**config.mk**
```make
export PLATFORM = sky130hd
export DESIGN_NAME = encoder_and_press_qualifier_flat
export DESIGN_NICKNAME = d
export VERILOG_FILES = /design/src/hw/rtl/eqpq_pkg.sv /design/src/hw/rtl/eqpq_in_if.sv /design/src/hw/rtl/eqpq_out_if.sv /design/src/hw/rtl/eqpq_encoder.sv /design/src/hw/rtl/eqpq_button.sv /design/src/hw/rtl/encoder_and_press_qualifier.sv /design/src/flat_wrapper.sv
export SDC_FILE = /design/constraint.sdc
export NUM_CORES = 1
export LEC_CHECK = 0
export BUFFER_PORTS_ARGS = -buffer_cell sky130_fd_sc_hd__clkbuf_2
export CORE_UTILIZATION = 30
export DETAILED_ROUTE_END_ITERATION = 16
export GPL_TIMING_DRIVEN = 0
export SYNTH_ARGS = -nofsm -noshare
export SYNTH_HDL_FRONTEND = slang
export SYNTH_HIERARCHICAL = 1
export SYNTH_SLANG_ARGS = --single-unit
```
**constraint.sdc**
```tcl
create_clock -name clk_i -period 3 [get_ports clk_i]
set_input_delay 0.15 -clock clk_i [delete_from_list [all_inputs] [get_ports clk_i]]
set_output_delay 0.15 -clock clk_i [all_outputs]
set_load 0.02 [all_outputs]
```
**src/hw/rtl/eqpq_pkg.sv**
```systemverilog
`default_nettype none
// ----------------------------------------------------------------------------
// eqpq_pkg
// Shared widths, register indexes, reset values and types for the encoder
// and press qualifier.
// ----------------------------------------------------------------------------
package eqpq_pkg;

  // Internal state widths
  localparam int CountWidth = 16;   // encoder count, 8..32
  localparam int TimerWidth = 16;   // press timer, 10..32

  // Port field widths
  localparam int PosWidth   = 16;
  localparam int StepWidth  = 2;
  localparam int TicksWidth = 16;

  // Configuration port
  localparam int CfgIdxWidth  = 2;
  localparam int CfgDataWidth = 16;
  localparam int LimitWidth   = 16;

  // Width used for duration vs. limit compares
  localparam int CmpWidth = (TimerWidth > LimitWidth) ? TimerWidth : LimitWidth;

  localparam logic [CfgIdxWidth-1:0] CfgShortLimit = 2'd0;
  localparam logic [CfgIdxWidth-1:0] CfgLongLimit  = 2'd1;

  localparam logic [LimitWidth-1:0] ShortLimitRst = 16'd300;
  localparam logic [LimitWidth-1:0] LongLimitRst  = 16'd600;

  // Step codes
  localparam logic signed [StepWidth-1:0] StepNone = 2'sb00;
  localparam logic signed [StepWidth-1:0] StepUp   = 2'sb01;
  localparam logic signed [StepWidth-1:0] StepDown = 2'sb11;

  // One accepted input sample
  typedef struct packed {
    logic enc_clock;
    logic enc_data;
    logic button_level;
  } in_item_t;

  // Button classifier status for one tick
  typedef struct packed {
    logic held;
    logic short_click;
    logic long_click;
  } btn_status_t;

endpackage
`default_nettype wire

```
**src/hw/rtl/eqpq_in_if.sv**
```systemverilog
`default_nettype none
// ----------------------------------------------------------------------------
// eqpq_in_if
// Sample channel: valid/ready handshake with the three pin levels.
// ----------------------------------------------------------------------------
interface eqpq_in_if;
  logic valid;
  logic ready;
  logic enc_clock;
  logic enc_data;
  logic button_level;

  modport source (output valid, output enc_clock, output enc_data,
                  output button_level, input ready);
  modport sink   (input valid, input enc_clock, input enc_data,
                  input button_level, output ready);
endinterface
`default_nettype wire

```
**src/hw/rtl/eqpq_out_if.sv**
```systemverilog
`default_nettype none
// ----------------------------------------------------------------------------
// eqpq_out_if
// Result channel: valid/ready handshake with position, step and click data.
// ----------------------------------------------------------------------------
interface eqpq_out_if;
  import eqpq_pkg::*;

  logic                         valid;
  logic                         ready;
  logic signed [PosWidth-1:0]   position;
  logic signed [StepWidth-1:0]  step;
  logic                         button_held;
  logic                         short_click;
  logic                         long_click;
  logic        [TicksWidth-1:0] press_ticks;

  modport source (output valid, output position, output step, output button_held,
                  output short_click, output long_click, output press_ticks,
                  input ready);
  modport sink   (input valid, input position, input step, input button_held,
                  input short_click, input long_click, input press_ticks,
                  output ready);
endinterface
`default_nettype wire

```
**src/hw/rtl/eqpq_encoder.sv**
```systemverilog
`default_nettype none
// ----------------------------------------------------------------------------
// eqpq_encoder
// Rotary encoder edge detector and wrapping up/down counter.
// ----------------------------------------------------------------------------
module eqpq_encoder (
  input  wire logic                                 clk_i,
  input  wire logic                                 rst_ni,
  input  wire logic                                 advance_i,
  input  wire logic                                 enc_clock_i,
  input  wire logic                                 enc_data_i,
  output logic signed [eqpq_pkg::PosWidth-1:0]      position_o,
  output logic signed [eqpq_pkg::StepWidth-1:0]     step_o
);
  import eqpq_pkg::*;

  logic                  prev_clock_q;
  logic [CountWidth-1:0] count_q, count_d;
  logic                  rise;

  assign rise = !prev_clock_q && enc_clock_i;

  always_comb begin
    count_d = count_q;
    step_o  = StepNone;
    if (rise) begin
      if (enc_data_i) begin
        count_d = count_q - CountWidth'(1);
        step_o  = StepDown;
      end else begin
        count_d = count_q + CountWidth'(1);
        step_o  = StepUp;
      end
    end
  end

  // low bits of the new count, zero-extended if the count is narrower
  assign position_o = PosWidth'(count_d);

  always_ff @(posedge clk_i or negedge rst_ni) begin
    if (!rst_ni) begin
      prev_clock_q <= 1'b1;
      count_q      <= '0;
    end else if (advance_i) begin
      prev_clock_q <= enc_clock_i;
      count_q      <= count_d;
    end
  end
endmodule
`default_nettype wire

```
**src/hw/rtl/eqpq_button.sv**
```systemverilog
`default_nettype none
// ----------------------------------------------------------------------------
// eqpq_button
// Press timer with saturation, click classifier and the two limit registers.
// ----------------------------------------------------------------------------
module eqpq_button (
  input  wire logic                                 clk_i,
  input  wire logic                                 rst_ni,
  input  wire logic                                 advance_i,
  input  wire logic                                 button_level_i,
  input  wire logic                                 cfg_we_i,
  input  wire logic [eqpq_pkg::CfgIdxWidth-1:0]     cfg_idx_i,
  input  wire logic [eqpq_pkg::CfgDataWidth-1:0]    cfg_data_i,
  output eqpq_pkg::btn_status_t                     status_o,
  output logic [eqpq_pkg::TicksWidth-1:0]           press_ticks_o
);
  import eqpq_pkg::*;

  logic [LimitWidth-1:0] short_limit_q, long_limit_q;
  logic                  held_q, held_d;
  logic [TimerWidth-1:0] timer_q, timer_d, timer_inc, duration;
  logic                  pressed;

  assign pressed   = !button_level_i;
  assign timer_inc = (timer_q == '1) ? timer_q : timer_q + TimerWidth'(1);

  always_comb begin
    held_d               = held_q;
    timer_d              = timer_q;
    duration             = '0;
    status_o.short_click = 1'b0;
    status_o.long_click  = 1'b0;
    if (held_q) begin
      timer_d = timer_inc;
      if (!pressed) begin
        held_d               = 1'b0;
        duration             = timer_inc;
        status_o.short_click = (duration != '0) &&
                               (CmpWidth'(duration) < CmpWidth'(short_limit_q));
        status_o.long_click  = CmpWidth'(duration) > CmpWidth'(long_limit_q);
      end
    end else if (pressed) begin
      held_d  = 1'b1;
      timer_d = '0;
    end
    status_o.held = held_d;
  end

  assign press_ticks_o = TicksWidth'(duration);

  always_ff @(posedge clk_i or negedge rst_ni) begin
    if (!rst_ni) begin
      held_q  <= 1'b0;
      timer_q <= '0;
    end else if (advance_i) begin
      held_q  <= held_d;
      timer_q <= timer_d;
    end
  end

  // limit registers; unknown indexes are dropped
  always_ff @(posedge clk_i or negedge rst_ni) begin
    if (!rst_ni) begin
      short_limit_q <= ShortLimitRst;
      long_limit_q  <= LongLimitRst;
    end else if (cfg_we_i) begin
      unique case (cfg_idx_i)
        CfgShortLimit: short_limit_q <= LimitWidth'(cfg_data_i);
        CfgLongLimit:  long_limit_q  <= LimitWidth'(cfg_data_i);
        default: ;
      endcase
    end
  end
endmodule
`default_nettype wire

```
**src/hw/rtl/encoder_and_press_qualifier.sv**
```systemverilog
`default_nettype none
// ----------------------------------------------------------------------------
// encoder_and_press_qualifier
// Rotary encoder decoder with push-button press timing and click
// classification, one result transaction per sample transaction.
// ----------------------------------------------------------------------------
//
//  Channel   Dir  Handshake          Payload
//  item_i    in   valid/ready        enc_clock, enc_data, button_level
//  result_o  out  valid/ready        position, step, button_held,
//                                    short_click, long_click, press_ticks
//  cfg_*     in   write enable only  cfg_idx_i, cfg_data_i (16 bit)
//
//  The result follows the sample transaction through an input register, then
//  one pass of encoder/button logic into the result register.
//  Throughput is one transaction per cycle while result_o is ready; both
//  stages advance together.
//  A stalled result register holds and backs up into the input register;
//  a new sample is still taken while the input register is empty or moving.
//  Reset is asynchronous: limits return to 300/600, count, timer and held
//  clear, the previous encoder clock level reads high.
// ----------------------------------------------------------------------------
module encoder_and_press_qualifier (
  input  wire logic                               clk_i,
  input  wire logic                               rst_ni,
  eqpq_in_if.sink                                 item_i,
  eqpq_out_if.source                              result_o,
  input  wire logic                               cfg_we_i,
  input  wire logic [eqpq_pkg::CfgIdxWidth-1:0]   cfg_idx_i,
  input  wire logic [eqpq_pkg::CfgDataWidth-1:0]  cfg_data_i
);
  import eqpq_pkg::*;

  // Input register stage
  logic     in_valid_q, in_valid_d;
  in_item_t in_item_q;
  logic     in_accept;

  // Result register stage
  logic                         out_valid_q, out_valid_d;
  logic                         out_room;
  logic                         advance;
  logic signed [PosWidth-1:0]   position_q;
  logic signed [StepWidth-1:0]  step_q;
  logic                         held_q;
  logic                         short_q;
  logic                         long_q;
  logic        [TicksWidth-1:0] ticks_q;

  // Combinational results from the submodules
  logic signed [PosWidth-1:0]   position_c;
  logic signed [StepWidth-1:0]  step_c;
  btn_status_t                  status_c;
  logic        [TicksWidth-1:0] ticks_c;

  // The result register has room when empty or when it drains this cycle;
  // the sample moves forward (and state updates) only then.
  assign out_room  = !out_valid_q || result_o.ready;
  assign advance   = in_valid_q && out_room;
  assign item_i.ready = !in_valid_q || out_room;
  assign in_accept = item_i.valid && item_i.ready;

  always_comb begin
    in_valid_d = in_valid_q;
    if (in_accept) begin
      in_valid_d = 1'b1;
    end else if (advance) begin
      in_valid_d = 1'b0;
    end
  end

  always_comb begin
    out_valid_d = out_valid_q;
    if (advance) begin
      out_valid_d = 1'b1;
    end else if (result_o.ready) begin
      out_valid_d = 1'b0;
    end
  end

  always_ff @(posedge clk_i or negedge rst_ni) begin
    if (!rst_ni) begin
      in_valid_q  <= 1'b0;
      out_valid_q <= 1'b0;
    end else begin
      in_valid_q  <= in_valid_d;
      out_valid_q <= out_valid_d;
    end
  end

  // Sample capture
  always_ff @(posedge clk_i) begin
    if (in_accept) begin
      in_item_q.enc_clock    <= item_i.enc_clock;
      in_item_q.enc_data     <= item_i.enc_data;
      in_item_q.button_level <= item_i.button_level;
    end
  end

  eqpq_encoder u_encoder (
    .clk_i       (clk_i),
    .rst_ni      (rst_ni),
    .advance_i   (advance),
    .enc_clock_i (in_item_q.enc_clock),
    .enc_data_i  (in_item_q.enc_data),
    .position_o  (position_c),
    .step_o      (step_c)
  );

  eqpq_button u_button (
    .clk_i          (clk_i),
    .rst_ni         (rst_ni),
    .advance_i      (advance),
    .button_level_i (in_item_q.button_level),
    .cfg_we_i       (cfg_we_i),
    .cfg_idx_i      (cfg_idx_i),
    .cfg_data_i     (cfg_data_i),
    .status_o       (status_c),
    .press_ticks_o  (ticks_c)
  );

  // Result capture
  always_ff @(posedge clk_i) begin
    if (advance) begin
      position_q <= position_c;
      step_q     <= step_c;
      held_q     <= status_c.held;
      short_q    <= status_c.short_click;
      long_q     <= status_c.long_click;
      ticks_q    <= ticks_c;
    end
  end

  assign result_o.valid       = out_valid_q;
  assign result_o.position    = position_q;
  assign result_o.step        = step_q;
  assign result_o.button_held = held_q;
  assign result_o.short_click = short_q;
  assign result_o.long_click  = long_q;
  assign result_o.press_ticks = ticks_q;

  // --------------------------------------------------------------------------
  // Assertions
  // --------------------------------------------------------------------------

  // a sample leaving the input register always lands as a valid result
  a_advance_fills_out : assert property (@(posedge clk_i) disable iff (!rst_ni)
    advance |=> out_valid_q)
    else $error("result register not loaded after advance");

  // a click is only reported on a release with a nonzero duration
  a_click_on_release : assert property (@(posedge clk_i) disable iff (!rst_ni)
    (out_valid_q && (short_q || long_q)) |-> (!held_q && ticks_q != '0))
    else $error("click flagged without a release");

  // while held there is no release, so no duration is reported
  a_held_no_ticks : assert property (@(posedge clk_i) disable iff (!rst_ni)
    (out_valid_q && held_q) |-> (ticks_q == '0 && !short_q && !long_q))
    else $error("press duration reported while button held");

  // a stalled result stays valid and keeps its payload until taken
  a_stall_holds_result : assert property (@(posedge clk_i) disable iff (!rst_ni)
    (out_valid_q && !result_o.ready) |=>
    (out_valid_q && $stable(position_q) && $stable(ticks_q)))
    else $error("result changed while stalled");

endmodule
`default_nettype wire
```
**src/flat_wrapper.sv**
```systemverilog
// flat-port wrapper written by rule: the top's interface ports become plain ports
module encoder_and_press_qualifier_flat import eqpq_pkg::*;
  (clk_i, rst_ni, cfg_we_i, cfg_idx_i, cfg_data_i, item_i_valid, item_i_enc_clock, item_i_enc_data, item_i_button_level, item_i_ready, result_o_valid, result_o_position, result_o_step, result_o_button_held, result_o_short_click, result_o_long_click, result_o_press_ticks, result_o_ready);
  eqpq_in_if item_i_i ();
  eqpq_out_if result_o_i ();
  input  wire logic clk_i;
  input  wire logic rst_ni;
  input  wire logic cfg_we_i;
  input  wire logic [eqpq_pkg::CfgIdxWidth-1:0] cfg_idx_i;
  input  wire logic [eqpq_pkg::CfgDataWidth-1:0] cfg_data_i;
  input wire logic [$bits(item_i_i.valid)-1:0] item_i_valid;
  input wire logic [$bits(item_i_i.enc_clock)-1:0] item_i_enc_clock;
  input wire logic [$bits(item_i_i.enc_data)-1:0] item_i_enc_data;
  input wire logic [$bits(item_i_i.button_level)-1:0] item_i_button_level;
  output wire logic [$bits(item_i_i.ready)-1:0] item_i_ready;
  output wire logic [$bits(result_o_i.valid)-1:0] result_o_valid;
  output wire logic [$bits(result_o_i.position)-1:0] result_o_position;
  output wire logic [$bits(result_o_i.step)-1:0] result_o_step;
  output wire logic [$bits(result_o_i.button_held)-1:0] result_o_button_held;
  output wire logic [$bits(result_o_i.short_click)-1:0] result_o_short_click;
  output wire logic [$bits(result_o_i.long_click)-1:0] result_o_long_click;
  output wire logic [$bits(result_o_i.press_ticks)-1:0] result_o_press_ticks;
  input wire logic [$bits(result_o_i.ready)-1:0] result_o_ready;
  assign item_i_i.valid = item_i_valid;
  assign item_i_i.enc_clock = item_i_enc_clock;
  assign item_i_i.enc_data = item_i_enc_data;
  assign item_i_i.button_level = item_i_button_level;
  assign item_i_ready = item_i_i.ready;
  assign result_o_valid = result_o_i.valid;
  assign result_o_position = result_o_i.position;
  assign result_o_step = result_o_i.step;
  assign result_o_button_held = result_o_i.button_held;
  assign result_o_short_click = result_o_i.short_click;
  assign result_o_long_click = result_o_i.long_click;
  assign result_o_press_ticks = result_o_i.press_ticks;
  assign result_o_i.ready = result_o_ready;
  encoder_and_press_qualifier u_core (.clk_i(clk_i), .rst_ni(rst_ni), .item_i(item_i_i), .result_o(result_o_i), .cfg_we_i(cfg_we_i), .cfg_idx_i(cfg_idx_i), .cfg_data_i(cfg_data_i));
endmodule
```
; ---- After elaboration in Yosys (flattened, before gate mapping)
; Index checks and enable logic that the tools add are counted.
[word_totals]
elab_cells = 53
regBits = 108
in_bits = 26
[op_classes]
addsub = 3
n_lt_le_gt_ge = 2
reduce_logical = 17
muxes = 11
n_eq_ne = 3
[ops]
columns = operator, n
row1 = two-way mux 16 bit, 5
row2 = "adder 16 x 1 -> 16 bit, second input constant", 2
row3 = "equality test 16 bit, second input constant", 1
row4 = greater-than comparator 16 bit, 1
row5 = less-than comparator 16 bit, 1
row6 = nonzero test 16 bit, 1
row7 = "subtractor 16 x 1 -> 16 bit, second input constant", 1
row8 = AND reduction 2 bit, 4
row9 = two-way mux 1 bit, 5
row10 = logical AND 1 bit, 4
row11 = nonzero test 2 bit, 2
row12 = logical NOT 1 bit, 3
row13 = "equality test 2 x 1 -> 1 bit, second input constant", 1
row14 = logical NOT 2 bit, 1
row15 = logical OR 1 bit, 2
row16 = two-way mux 2 bit, 1
row17 = "inequality test 2 bit, second input constant", 1

; ---- Longest topological paths before layout
; Gate-level depths: netlist (run 1).
[depth]
depth_word = 5
depth_mapped = 16

; ---- Hierarchy
; Netlist (run 1), hierarchy kept.
[modules_own_cells]
columns = mod, n_inst, seq_area_each_um2, area_per_inst_um2, cells_per_inst
row1 = eqpq_button, 1, 1236.2, 3383.2, 368
row2 = eqpq_encoder, 1, 426.7, 1676.6, 213
row3 = encoder_and_press_qualifier, 1, 1251.2, 1305.0, 48

; ---- Worst setup path after synthesis (run 1)
; No wires, ideal clock.
[synth_path]
path_type = reg-to-reg
startpoint = register u_core.u_button.timer_q[1]
endpoint = register u_core.short_q, in the netlist u_core/result_o.short_click, data pin
setup_ns = 0.158
t_arrival_ns = 3.190
stages_incl_launch_ff = 17
path_slack_ns = -0.349
n_path_buf = 1
required_ns = 2.842
cell_sequence = dfrtp_1 > ha_1 > nand2_1 > nor3_4 > and2_1 > buf_4 > nor4b_1 > xnor2_1 > inv_1 > ha_1 > a21o_1 > a21oi_1 > nor4b_1 > nand3b_1 > o21ai_1 > o211ai_1 > a211oi_2
[synth_via]
elab_chain_cells = 4
elab_cells_between_ends = 6
classes_between = add/sub: 1 / order compare: 1 / eq/ne: 1 / mux: 1 / reduce/logical: 2
[synth_rtl]
columns = element, line_no
row1 = "start, declared", eqpq_button.sv:21  ; logic [TimerWidth-1:0] timer_q, timer_d, timer_inc, duration;
row2 = "start signal, assigned", eqpq_button.sv:57  ; timer_q <= timer_d;
row3 = adder 16 x 1 -> 16 bit / equality test 16 bit (equally long branches), eqpq_button.sv:25  ; assign timer_inc = (timer_q == '1) ? timer_q : timer_q + TimerWidth'(1);
row4 = two-way mux 16 bit (*), eqpq_button.sv:25
row5 = less-than comparator 16 bit / nonzero test 16 bit (equally long branches), "eqpq_button.sv:39, eqpq_button.sv:38"
row6 = logical AND 1 bit (*), eqpq_button.sv:38  ; status_o.short_click = (duration != '0) &&
row7 = "end signal, assigned", encoder_and_press_qualifier.sv:128  ; short_q <= status_c.short_click;
row8 = "end, declared", encoder_and_press_qualifier.sv:46  ; logic short_q;
; Every way passes the cells marked *; elsewhere a longest branch is shown, timed or not.
; A chain may end at the register's enable or synchronous reset.

; ---- Worst setup path in the final report (run 1)
[layout_path]
startpoint = register u_core.u_button.timer_q[1]
endpoint = register u_core.long_q, in the netlist u_core/result_o.long_click, data pin
[layout_via]
elab_chain_cells = 3
elab_cells_between_ends = 4
classes_between = add/sub: 1 / order compare: 1 / eq/ne: 1 / mux: 1
[layout_rtl]
columns = element, line_no
row1 = adder 16 x 1 -> 16 bit / equality test 16 bit (equally long branches), eqpq_button.sv:25
row2 = two-way mux 16 bit (*), eqpq_button.sv:25
row3 = greater-than comparator 16 bit (*), eqpq_button.sv:40  ; status_o.long_click = CmpWidth'(duration) > CmpWidth'(long_limit_q);
row4 = "end signal, assigned", encoder_and_press_qualifier.sv:129  ; long_q <= status_c.long_click;
row5 = "end, declared", encoder_and_press_qualifier.sv:47  ; logic long_q;
; Marks and branches as above.

==> run summary, run 1 <==
critical path's top delay family - compound AO/OA/AOI/OAI gates
drt via density - 4.883
Yosys top cell area share - 0.2320
starting density of the core - 0.3106
width of the chip - 147.7 um
CTS tree - yes
cell mode on critical path - buf_4
R2R Setup Slk - -70 ps
PwrDens - 683.7 nW/um^2
status - finished, violations left
first-pass GRT wire length - 24.81 mm
Tot Pwr - 5373 uW
startpoint types - register
IO Pins - 65
P&R area growth vs syn - 23.47%
Period minus WS final - 3068 ps
Clock Skews - 12.21 ps
synthesized area - 6365 sq um
Setup WS pre-CTS - -543.4 ps
commonest cells after routing, fill and taps aside - nand2_1 (71), clkbuf_2 (63), dfrtp_1 (53), o21ai_0 (48), inv_1 (43)
hold-critical path depth - 3
insertion delay to the later sink of the worst-skew pair - 360 ps
GRT Overall Usage - 0.1453
post-synthesis sequential area ratio - 0.4578
Critical Path AT - 3170 ps
Leak - 0.003454 uW
Syn Area/Cell - 10.12 sq um
WS Path Type - reg -> reg
top cells by area, synth - dfrtp_1 (23%), edfxtp_1 (19%), ha_1 (8.1%), mux2_2 (4.4%), nand2_1 (4.3%)
slew margin rel. - 0.6186
post-synthesis async set-or-reset flop share - 0.6296
Synth Register Bits - 108
CP peak stage delay - 430 ps
failing checks - setup timing
yosys warns - 6
RSZ-0062 raised after global routing - true
Worst Setup End Kind - register
synth unique cells - 72
Max Slew Vio Count - 0
Least-Margin Pin Slew - 556.2 ps
hold slack - 16.97 ps
layout cells sized above 1 - 0.2735
Max clock buf depth - 2
Final Hold Fails - 0
via count - 4961
commonest non-fill, non-tap cell in the layout - nand2_1
TritonCTS Sinks - 108
grt met2 use - 0.2432
Die Footprint - 21800 sq um
dominant synthesized flop cell - dfrtp_1
CORE AREA - 20490 sq um
H-tree Lvls - 3
number of cell rows - 52
Post-synth EDFFs - 40
reg2reg path depth - 13
M1 GR Usage - 0.1883
Max Cap Viol - 0
DR pass1 iterations - 4
Routed WL - 14.97 mm
post-synth top area cell - dfrtp_1
post-route ant nets - 0
Gate Count Post-Synth - 629
Worst-path clk slew - 80 ps
largest net degree at the start of global routing - 42
WP buf/inv - 3
ANT cells - 0
drt wl/cell - 14.73 um
crit path max fanout - 4
vias in the first global route - 4887
Peak VDD IR - 0.0003277 V
GP Congestion - 0.8251
GRT Max-Usage Layer - met2
Remaining DRCs - 0
Die Y - 147.7 um
syn_nets - 697
WP data required - 3110 ps
Final Cycle Share - 1.023
initial antenna violation count - 0
Port Buffers - 64
Final WS setup - -67.81 ps
CP max-delay cell - dfrtp_2
Tightest Hold Check Type - in -> reg
critical path depth - 13
CP Cell Sequence - ha_4 > buf_4 > buf_4 > or2_2 > o21ai_1 > inv_1 > ha_1 > a21o_1 > a21oi_1 > nand4b_1 > nand3_1 > a21boi_2 > o31a_1
clock buffer count from CTS - 9
Final Setup Violations - 2
final net count - 809
grt met3 use - 0.02809
Fmax - 326.0 MHz
drt first-iter violations - 195
DP HPWL - 10.61 mm
CTS Root Cell - clkbuf_16
total gr overflow - 0
what timing repair did:
item,CTS,global route
gates resized for setup,22,13
hold endpoints to repair,29,0
setup endpoints to repair,2,8
pin swaps,16,12
buffers inserted,19,7
hold buffers,10,0
logic make-up (layout without fill, tap and decap cells):
kind of cell	Yosys count	after routing	synth area share
DFF	108	108	0.4578
adders and majority gates	42	42	0.08374
xor gates and xnor gates	24	24	0.03519
AOI/OAI and AO/OA	136	136	0.1404
muxes	31	31	0.05563
buffers and inverters	72	189	0.05091
and+or+nand+nor	216	216	0.1763
registers in the layout, indices dropped and copies added (netlist names), 2 cells and up:
signal                         cells
u_core/result_o.press_ticks       16
u_core/result_o.position          16
u_core/in_item_q                   3
u_core/result_o.step               2
u_core/u_encoder/count_q          16
u_core/u_button/timer_q           16
u_core/u_button/short_limit_q     16
u_core/u_button/long_limit_q      16
Yosys cell counts (all sizes together), types with 11 or more instances:
master and instances:
ha 41, nand2 73, nor2 44, xnor2 12, xor2 11, clkbuf 18, a21o 11, nand4 15
mux2 25, edfxtp 40, nand3 22, o21ai 54, a21oi 23, dfrtp 59, nor3 15, inv 46
worst paths after layout:
path | from | endpoint
setup reg to reg | u_core/u_button/timer_q[1] | u_core/result_o.long_click
max in group asynchronous | rst_ni | u_core/u_encoder/prev_clock_q
hold reg to reg | u_core/u_encoder/count_q[15] | u_core/u_encoder/count_q[15]
setup / recovery | u_core/u_button/timer_q[1] | u_core/result_o.long_click
min in group asynchronous | rst_ni | u_core/u_button/short_limit_q[4]
hold / removal | cfg_data_i[1] | u_core/u_button/short_limit_q[1]
routing by layer:
metal	part of all wire	up-vias	routed length, um
met5	0	-	0
met4	0.013	0	194
met3	0.031	15	463
met2	0.48	82	7190
met1	0.48	2386	7119
li1	-	2478	-
area by class of cell:
cell class / count / area, sq um
Clock inverter: 5 / 42.54
Clock buffer: 11 / 252.7
Buffer: 25 / 145.1
Inverter: 46 / 172.7
Sequential cell: 108 / 2922
Multi-Input combinational cell: 449 / 3308
Tap cell: 270 / 337.8
Timing Repair Buffer: 102 / 678.2
Fill cell: 2061 / 12640
through the flow:
stage | cell area, sq um | setup TNS, ps | cells | utilization
after global routing | 7859 | -346.0 | 1016 | 0.3835
after floorplan | 6404 | -40.62 | 629 | -
after detailed placement | 7113 | -889.8 | 965 | 0.3471
after CTS | 7765 | -135.8 | 1009 | 0.3789
after global placement | 7062 | -10500 | 963 | 0.3446
final | 7859 | -97.43 | 1016 | 0.3835
worst register-to-register path, delay by kind of cell (launching register included):
kind	cells	cell delay (ps)
AO/OA/AOI/OAI	5	960
AND/OR/NAND/NOR	3	520
adder cells (fa/ha/maj)	2	510
flip-flops	1	430
buffers and inverters	3	400
power breakdown:
part	total [uW]	internal, uW	switching [uW]
Sequential	2090	1890	196
Clock	1200	622	581
Combinational	2080	869	1210
Total	5370	3380	1990
No activity file was read; power rests on OpenSTA's default activity.
==> run 2, diff against run 1 <==
- BUFFER_PORTS_ARGS: -buffer_cell sky130_fd_sc_hd__clkbuf_2 -> not set
- DONT_BUFFER_PORTS: not set -> 1
==> run summary, run 2 (synthesis gave the netlist of run 1 again) <==
CTS Root Cell - clkbuf_16
first-pass GRT wire length - 24.96 mm
Period minus WS final - 3067 ps
Post-Place Cell Area - 6763 sq um
Fmax - 326.1 MHz
Peak VDD IR - 0.0004018 V
Max Slew Vio Count - 0
Critical Path AT - 3270 ps
ANT cells - 0
via count - 4937
Final WS setup - -66.84 ps
combinational power share - 0.364
commonest cells after routing, fill and taps aside - nand2_1 (71), dfrtp_1 (53), buf_4 (48), o21ai_0 (48)
WS Path Type - reg -> reg
PwrDens - 682.1 nW/um^2
hold slack - 49.55 ps
Leak - 0.003341 uW
H-tree Lvls - 3
startpoint types - register
RSZ-0062 raised after global routing - true
CTS tree - yes
insertion delay to the later sink of the worst-skew pair - 360 ps
initial antenna violation count - 0
total gr overflow - 0
Switching Fraction - 0.3670
Least-Margin Pin Slew - 593.1 ps
TritonCTS Sinks - 108
drt first-iter violations - 149
P&R area growth vs syn - 24.61%
post-route cell area - 7931 sq um
layout cells sized above 1 - 0.2336
Max Cap Viol - 0
WP buf/inv - 3
Die Y - 147.7 um
critical path's top delay family - compound AO/OA/AOI/OAI gates
Tightest Hold Check Type - in -> reg
P_sw - 1985 uW
Clock Skews - 11.90 ps
Final Cycle Share - 1.022
Remaining DRCs - 0
final setup TNS - -126.4 ps
Final Util - 0.3870
Worst Setup End Kind - register
fill count - 2014
Flop pwr share - 0.411
Max clock buf depth - 2
Final Hold Fails - 0
largest net degree at the start of global routing - 69
GRT Overall Usage - 0.1457
Routed WL - 15.53 mm
drt via density - 5.012
DP HPWL - 10.49 mm
WP data required - 3210 ps
slew margin rel. - 0.6046
IO Pins - 65
clock buffer count from CTS - 9
Final Setup Violations - 2
clock power share - 0.225
CP Cell Sequence - clkbuf_8 > nand3_4 > nor2_4 > buf_4 > a211oi_4 > nand3_2 > xor2_2 > inv_1 > ha_1 > a21oi_2 > nor4b_4 > nand3b_1 > o21ai_2 > o211ai_1 > a211oi_2
CP max-delay cell - dfrtp_1
Worst-path clk slew - 80 ps
Int Power - 3425 uW
failing checks - setup timing
Die Footprint - 21800 sq um
final net count - 778
CORE AREA - 20490 sq um
starting density of the core - 0.3106
DR pass1 iterations - 4
number of cell rows - 52
width of the chip - 147.7 um
status - finished, violations left
drt wl/cell - 15.77 um
CP peak stage delay - 370 ps
crit path max fanout - 9
commonest non-fill, non-tap cell in the layout - nand2_1
Port Buffers - 0
GP Congestion - 0.8229
vias in the first global route - 4930
post-route ant nets - 0
run 2: cell types whose count changed in the layout (fill, tap and decap cells not counted), sizes merged:
| cell | delta |
|---|---|
| dlygate4sd3 | +12 |
| inv | -1 |
| clkbuf | -61 |
| clkinv | -2 |
| buf | +21 |
run 2: worst paths after layout:
kind | from | to | slack, ps | cells past startpoint
setup / recovery | u_core/u_button/timer_q[9] | u_core/result_o.short_click | -70 | 15
hold / removal | result_o_ready | u_core/in_valid_q | 50 | 2
setup reg to reg | u_core/u_button/timer_q[9] | u_core/result_o.short_click | -70 | 15
hold reg to reg | u_core/u_encoder/count_q[15] | u_core/u_encoder/count_q[15] | 490 | 1
max in group asynchronous | rst_ni | u_core/u_encoder/prev_clock_q | 2320 | 2
min in group asynchronous | rst_ni | u_core/u_button/short_limit_q[4] | 320 | 2
run 2: stage by stage:
stage          setup slack [ps]  total power, uW  instances
6_report                 -66.84             5410        985
5_1_grt                  -268.4             5818        985
4_1_cts                  -141.9             5348        959
3_5_place_dp             -530.3             3993        900
3_3_place_gp             -673.5             3954        899
2_1_floorplan            -40.62             3586        629
run 2: final cells by class:
class / instances / area (sq um) / share of cell area
buffer: 25 / 145.1 / 0.01830
sequential: 108 / 2922 / 0.3684
clock inverter: 2 / 12.51 / 0.001578
clock buffer: 14 / 286.5 / 0.03613
timing repair buffer: 71 / 640.6 / 0.08077
tap: 270 / 337.8 / 0.04259
inverter: 46 / 175.2 / 0.02209
multi-input combinational: 449 / 3412 / 0.4302
run 2: timing repair:
| action | CTS | global route |
|---|---|---|
| hold buffers | 23 | 0 |
| endpoints found under the setup margin | 2 | 7 |
| endpoints found under the hold margin | 105 | 0 |
| pin swaps | 16 | 35 |
| buffers inserted | 20 | 28 |
| gates resized for setup | 17 | 37 |
run 2: worst reg2reg max path, delay by kind of cell, from the launching register on:
family | cells | cell delay, ps
AOI/OAI and AO/OA | 5 | 930
xor gates and xnor gates | 1 | 210
adders and majority gates | 1 | 310
buffers and inverters | 3 | 430
DFF | 1 | 370
and+or+nand+nor | 5 | 660
run 2: routing by layer:
metal | up-vias | part of all wire | routed length (um) | GRT usage
met5 | - | 0 | 0 | 0
li1 | 2421 | - | - | -
met2 | 99 | 0.50 | 7707 | 0.2460
met1 | 2401 | 0.45 | 6928 | 0.1832
met4 | 0 | 0.016 | 245 | 0.05361
met3 | 16 | 0.042 | 653 | 0.03025
run 2: power by group through the flow:
stage	clock network [uW]	registers [uW]	logic (uW)
global placement	0	2250	1710
CTS	1270	2230	1850
global route	1310	2270	2240
detailed placement	0	2250	1740
finish	1220	2220	1970
floorplan	0	2180	1400
